<file path="src/design/rsn_pkg.sv">
`timescale 1ns / 1ps
// Shared types, constants and helpers for the ray-sphere normal shader.
// Depends on nothing; every other design file imports it.
package rsn_pkg;

  // Fixed-point formats
  localparam int FRAC_BITS   = 16;
  localparam int UNIT_BITS   = 30;

  // Pipeline depths of the shared arithmetic units
  localparam int SQRT_STAGES = 32;
  localparam int DIV_STAGES  = 31;
  localparam int UNIT_LAT    = 2 + SQRT_STAGES + DIV_STAGES + 1;

  // Register reset values
  localparam logic [31:0] CENTER_X_RST = 32'd0;
  localparam logic [31:0] CENTER_Y_RST = 32'd0;
  localparam logic [31:0] CENTER_Z_RST = 32'(-(64'sd1 <<< FRAC_BITS));
  localparam logic [30:0] RADIUS_RST   = 31'(64'd1 << (FRAC_BITS - 1));

  // Register indexes on the configuration port
  localparam logic [7:0] REG_CENTER_X = 8'd0;
  localparam logic [7:0] REG_CENTER_Y = 8'd1;
  localparam logic [7:0] REG_CENTER_Z = 8'd2;
  localparam logic [7:0] REG_RADIUS   = 8'd3;

  // Color scale 255.999 as a count of thousandths
  localparam logic [17:0] SHADE_MUL = 18'd255999;

  // Reciprocals: ceil(2^22 / 125) and ceil(2^28 / 625), exact over the operand ranges
  localparam logic [15:0] RECIP_125 = 16'd33555;
  localparam logic [18:0] RECIP_625 = 19'd429497;

  typedef logic [2:0][32:0] coord3_t;  // three signed 33-bit coordinates
  typedef logic [2:0][31:0] unit3_t;   // three signed Q1.30 components

  // Divisor that finishes a channel byte
  typedef enum logic [1:0] {
    DIV_2000  = 2'b00,
    DIV_4000  = 2'b01,
    DIV_20000 = 2'b10
  } div_sel_e;

  // Divide a scaled channel value by a small constant: strip the power of two,
  // then multiply by the reciprocal of 125 or 625
  function automatic logic [7:0] chan_byte(logic [22:0] q, div_sel_e sel);
    logic [36:0] p;
    logic [7:0]  res;
    unique case (sel)
      DIV_2000: begin
        p   = 37'(q[18:4]) * 37'(RECIP_125);
        res = p[29:22];
      end
      DIV_4000: begin
        p   = 37'(q[19:5]) * 37'(RECIP_125);
        res = p[29:22];
      end
      DIV_20000: begin
        p   = 37'(q[22:5]) * 37'(RECIP_625);
        res = p[35:28];
      end
      default: begin
        p   = 37'(q[18:4]) * 37'(RECIP_125);
        res = p[29:22];
      end
    endcase
    return res;
  endfunction

endpackage

</file>
<file path="src/design/rsn_isqrt.sv">
`timescale 1ns / 1ps
// Pipelined 64-bit integer square root, one result bit per stage.
// Depends on rsn_pkg for the stage count.
module rsn_isqrt (
  input  logic        clk_i,
  input  logic        en_i,
  input  logic [63:0] rad_i,
  output logic [31:0] root_o
);
  import rsn_pkg::*;

  logic [63:0] x_q    [SQRT_STAGES];
  logic [35:0] rem_q  [SQRT_STAGES];
  logic [31:0] root_q [SQRT_STAGES];

  logic [63:0] x_in    [SQRT_STAGES];
  logic [35:0] rem_in  [SQRT_STAGES];
  logic [31:0] root_in [SQRT_STAGES];
  logic [35:0] cur     [SQRT_STAGES];
  logic [35:0] trial   [SQRT_STAGES];
  logic [35:0] rem_d   [SQRT_STAGES];
  logic [31:0] root_d  [SQRT_STAGES];

  // One digit step per stage: bring down two radicand bits, try root*4+1
  always_comb begin
    x_in[0]    = rad_i;
    rem_in[0]  = '0;
    root_in[0] = '0;
    for (int k = 1; k < SQRT_STAGES; k++) begin
      x_in[k]    = x_q[k-1];
      rem_in[k]  = rem_q[k-1];
      root_in[k] = root_q[k-1];
    end
    for (int k = 0; k < SQRT_STAGES; k++) begin
      cur[k]   = {rem_in[k][33:0], x_in[k][2*(SQRT_STAGES-1-k)+1 -: 2]};
      trial[k] = {2'b00, root_in[k], 2'b01};
      if (cur[k] >= trial[k]) begin
        rem_d[k]  = cur[k] - trial[k];
        root_d[k] = {root_in[k][30:0], 1'b1};
      end else begin
        rem_d[k]  = cur[k];
        root_d[k] = {root_in[k][30:0], 1'b0};
      end
    end
  end

  // Advance all stages together
  always_ff @(posedge clk_i) begin
    if (en_i) begin
      for (int k = 0; k < SQRT_STAGES; k++) begin
        x_q[k]    <= x_in[k];
        rem_q[k]  <= rem_d[k];
        root_q[k] <= root_d[k];
      end
    end
  end

  assign root_o = root_q[SQRT_STAGES-1];

endmodule

</file>
<file path="config.mk">
export PLATFORM = sky130hd
export DESIGN_NAME = rsn_isqrt
export DESIGN_NICKNAME = d
export VERILOG_FILES = /design/src/design/rsn_pkg.sv /design/src/design/rsn_isqrt.sv
export SDC_FILE = /design/constraint.sdc
export NUM_CORES = 2
export LEC_CHECK = 0
export BUFFER_PORTS_ARGS = -buffer_cell sky130_fd_sc_hd__buf_4
export CORE_MARGIN = 2
export CORE_UTILIZATION = 55
export DETAILED_ROUTE_END_ITERATION = 16
export PLACE_DENSITY_LB_ADDON = 0.05
export SYNTH_ARGS = -nofsm -noshare
export SYNTH_HDL_FRONTEND = slang
export SYNTH_MEMORY_MAX_BITS = 65536
export SYNTH_SLANG_ARGS = --single-unit
</file>
<file path="constraint.sdc">
create_clock -name clk_i -period 9 [get_ports clk_i]
set_input_delay 0.45 -clock clk_i [delete_from_list [all_inputs] [get_ports clk_i]]
set_output_delay 0.45 -clock clk_i [all_outputs]
set_load 0.02 [all_outputs]
</file>
==> run_results.csv <==
group,metric,value,unit
worst_setup_path,crit_required,9.59,ns
worst_setup_path,path_cells,"or4_1 -> or4_1 -> or4b_1 -> a211oi_2 -> nand3_1 -> o21ai_2 -> nand4bb_1 -> nor4_1 -> xor2_1",
finish,drive_gt1_share,7.38,%
worst_setup_path,crit_top_cell,"or4_1",
worst_setup_path,crit_buf_inv,0,
grt,grt_pass1_vias,68800,
timing,fin_ws,4.62,ns
place,placed_area,122000,um2
logic_synthesis,synth-compound-area-share,9.51,%
hold_path,hp-class,"in -> reg",
clock_tree,clockRootBuffer,"clkbuf_16",
grt,grt_usage,21.9,%
die,ioPinCount,98,
logic_synthesis,synth_fa_ha_area_share,5.98,%
place,portBuffers,97,
timing,setup_tns,0,ns
logic_synthesis,async_flop_share,0,%
die,dieArea,218000,um2
clock_tree,clkTransAtPathRegs,0.06,ns
die,die_h,466,um
logic_synthesis,syn-num-nets,9679,
logic_synthesis,synthTopCellsByArea,"edfxtp_1 (64%), ha_1 (6.0%), xnor2_1 (3.2%)",
grt,antenna_found_initial,4,
logic_synthesis,ys_ff_latch,2523,
place,dpl.hpwl,170,mm
finish,areaGrowthSynthToFinish,11.6,%
hold_path,hold_start,"en_i",
timing,hold_viol_final,0,
timing,worst_pin_slew,1.11,ns
route,wl,241,mm
clock_tree,cts.path.max_buffers,4,
clock_tree,cts_made_buffers,285,
pwr,power.switching,9.40,mW
pwr,clkPwrFrac,32.6,%
logic_synthesis,synth_most_common_cell,"edfxtp_1",
logic_synthesis,ys_types,91,
logic_synthesis,synth.avg_cell_area,13.0,um2
run,cap_violations,0,
route,drtPass1Iterations,6,
finish,finalNonFillerCells,12400,
logic_synthesis,synth_edf_count,2523,
timing,final.min_clock_period,4.38,ns
worst_setup_path,cpPeakStageDelay,0.84,ns
logic_synthesis,synth_area,118000,um2
timing,slew_headroom,25.8,%
pwr,p_int,24.2,mW
timing,rsz0062_at_grt,"false",
logic_synthesis,synth_ff_type,"edfxtp_1",
worst_setup_path,critical-path-slowest-cell,"o21ai_2",
grt,grt_pass1_wl,377,mm
run_status,status,"complete, no violations",
logic_synthesis,synthTopCellsByCount,"edfxtp_1 (2523), inv_1 (707), nand2_1 (580), nor2_1 (580), a21oi_1 (573)",
logic_synthesis,synth_warnings,0,
logic_synthesis,synth.mux.area_fraction,0.994,%
timing,whs,0.0685,ns
logic_synthesis,seq_area_frac_synth,64.4,%
logic_synthesis,synth_xor_area_share,6.39,%
worst_setup_path,startpoint,"rem_q[0][489]$_DFFE_PP_",
worst_setup_path,cp_top_family,"simple AND/OR/NAND/NOR gates",
worst_setup_path,cp-start-kind,"flip-flop",
die,floorplan.initialDensity,55.4,%
timing,finalMaxSlewViolations,0,
timing,fin_crit_sh,48.7,%
clock_tree,clock_sinks,2523,
place,dp.cells,11800,
pwr,powerDensity,256,nW/um2
pwr,p_sw_share,28.0,%
finish,design_area,131000,um2
worst_setup_path,endpoint_kind,"flip-flop",
logic_synthesis,yosysTopAreaCell,"edfxtp_1",
die,core-area,212000,um2
route,drcViolationCount,0,
logic_synthesis,yosys.area_share.simple,9.88,%
worst_setup_path,cp_max_fo,33,
route,wl_per_cell,19.4,um
pwr,ir_drop,0.209,mV
pwr,power.leakage,50.0,nW
logic_synthesis,synth.top_cell.area_share,64.4,%
timing,finalSetupViolations,0,
route,drt_first_iter_violations,5406,
place,gp_congestion,0.893,
logic_synthesis,synth_cells,9051,
finish,final_nets,10000,
pwr,seqPwrFrac,47.4,%
die,dieWidth,466,um
worst_setup_path,crit_type,"reg -> reg",
route,antenna_left,0,
grt,grt.overflow.total,0,
clock_tree,ctsHtreeMaxLevel,5,
clock_tree,clk_latency,0.90,ns
die,num_rows,169,
clock_tree,cts_tree,"built",
timing,fin_skew,0.0548,ns
route,post_drt_via_cell_ratio,5.67,
grt,grt_max_degree,176,
worst_setup_path,r2r-start,"rem_q[0][489]$_DFFE_PP_",
route,vias,70300,
timing,fmax,0.228,GHz
logic_synthesis,synth_top_family_by_area,"simple AND/OR/NAND/NOR gates",
worst_setup_path,arrival,4.97,ns
place,place_ws,4.63,ns
pwr,combPwrFrac,20.0,%
## through the flow
stage               util (%)  power (mW)
global placement        57.3        22.7
finish                  61.8        33.6
global route            61.8        35.3
floorplan                  -        20.6
detailed placement      57.3        22.8
CTS                     61.8        33.9
## routing by layer
layer  vias up  wire length [um]  track usage, %  share of wire (%)
li1      34200                 -               -                  -
met1     34300            104000            28.3                 43
met2      1390            122000            38.5                 51
met4         0              6940            6.62                2.9
met3       442              8290            2.66                3.4
met5         -                 0               0                  0
## final cells by class
class | instances | area [um2]
sequential | 2523 | 75800
multi-input combinational | 5650 | 38600
clock buffer | 334 | 7420
timing repair buffer | 205 | 1860
clock inverter | 158 | 1360
fill | 16400 | 81100
inverter | 709 | 2660
antenna | 3 | 7.51
tap | 2821 | 3530
## logic make-up (layout without fill, tap and decap cells)
family / Yosys count / count (layout)
flops: 2523 / 2523
simple gates: 2324 / 2324
compound gates: 1800 / 1800
buf+inv: 878 / 1406
xor+xnor: 858 / 858
fa+ha+maj: 562 / 562
mux: 105 / 105
other cells: 1 / 4
## sequential cells by signal, indices dropped and copies added (netlist names)
signal  cells
root_q    528
rem_q    1003
x_q       992
## placed cells by master (no fill, tap or decap), types with 59 or more instances in the layout
cell and count:
xor2_1 424, nor2_1 580, buf_4 128, a31oi_1 59, or3_1 97, nor2b_1 83
a211oi_1 62, clkinv_1 62, nand3_1 130, a21oi_1 572, xnor2_1 434, o21a_1 100
a21o_1 221, nand2b_1 115, nand4_1 101, mux2_2 94, or4_1 63, clkbuf_16 290
inv_1 707, dlygate4sd3_1 65, o21ai_0 435, edfxtp_1 2523, nor3_1 209, nand2_1 580
nor4_1 126, ha_1 562
## path summary, 6_finish.rpt
kind                                           endpoint  slack [ns]  cells past startpoint
worst min register to register    x_q[1][214]$_DFFE_PP_        0.38                      0
worst min-delay path               x_q[0][30]$_DFFE_PP_        0.07                      1
worst max register to register  rem_q[0][529]$_DFFE_PP_        4.62                      9
worst max-delay path            rem_q[0][529]$_DFFE_PP_        4.62                      9
## power by group through the flow
stage	Sequential, mW	Clock [mW]	Combinational (mW)
3_5_place_dp	16.2	0	6.62
4_1_cts	15.9	11.3	6.70
6_report	15.9	11.0	6.72
2_1_floorplan	15.6	0	4.98
3_3_place_gp	16.1	0	6.54
5_1_grt	16.1	11.7	7.48
## repair_timing
item | CTS | global route
hold buffers | 65 | 0
setup buffers | 0 | 0
gates resized for setup | 0 | 0
setup endpoints to repair | 0 | 0
hold endpoints to repair | 65 | 0
## worst register-to-register path: stages, from the launching register on
cell and delay, ns:
edfxtp_1 0.42, or4_1 0.57, or4_1 0.57, or4b_1 0.59
a211oi_2 0.29, nand3_1 0.13, o21ai_2 0.84, nand4bb_1 0.44
nor4_1 0.11, xor2_1 0.15
(Power assumes the default switching activity.)
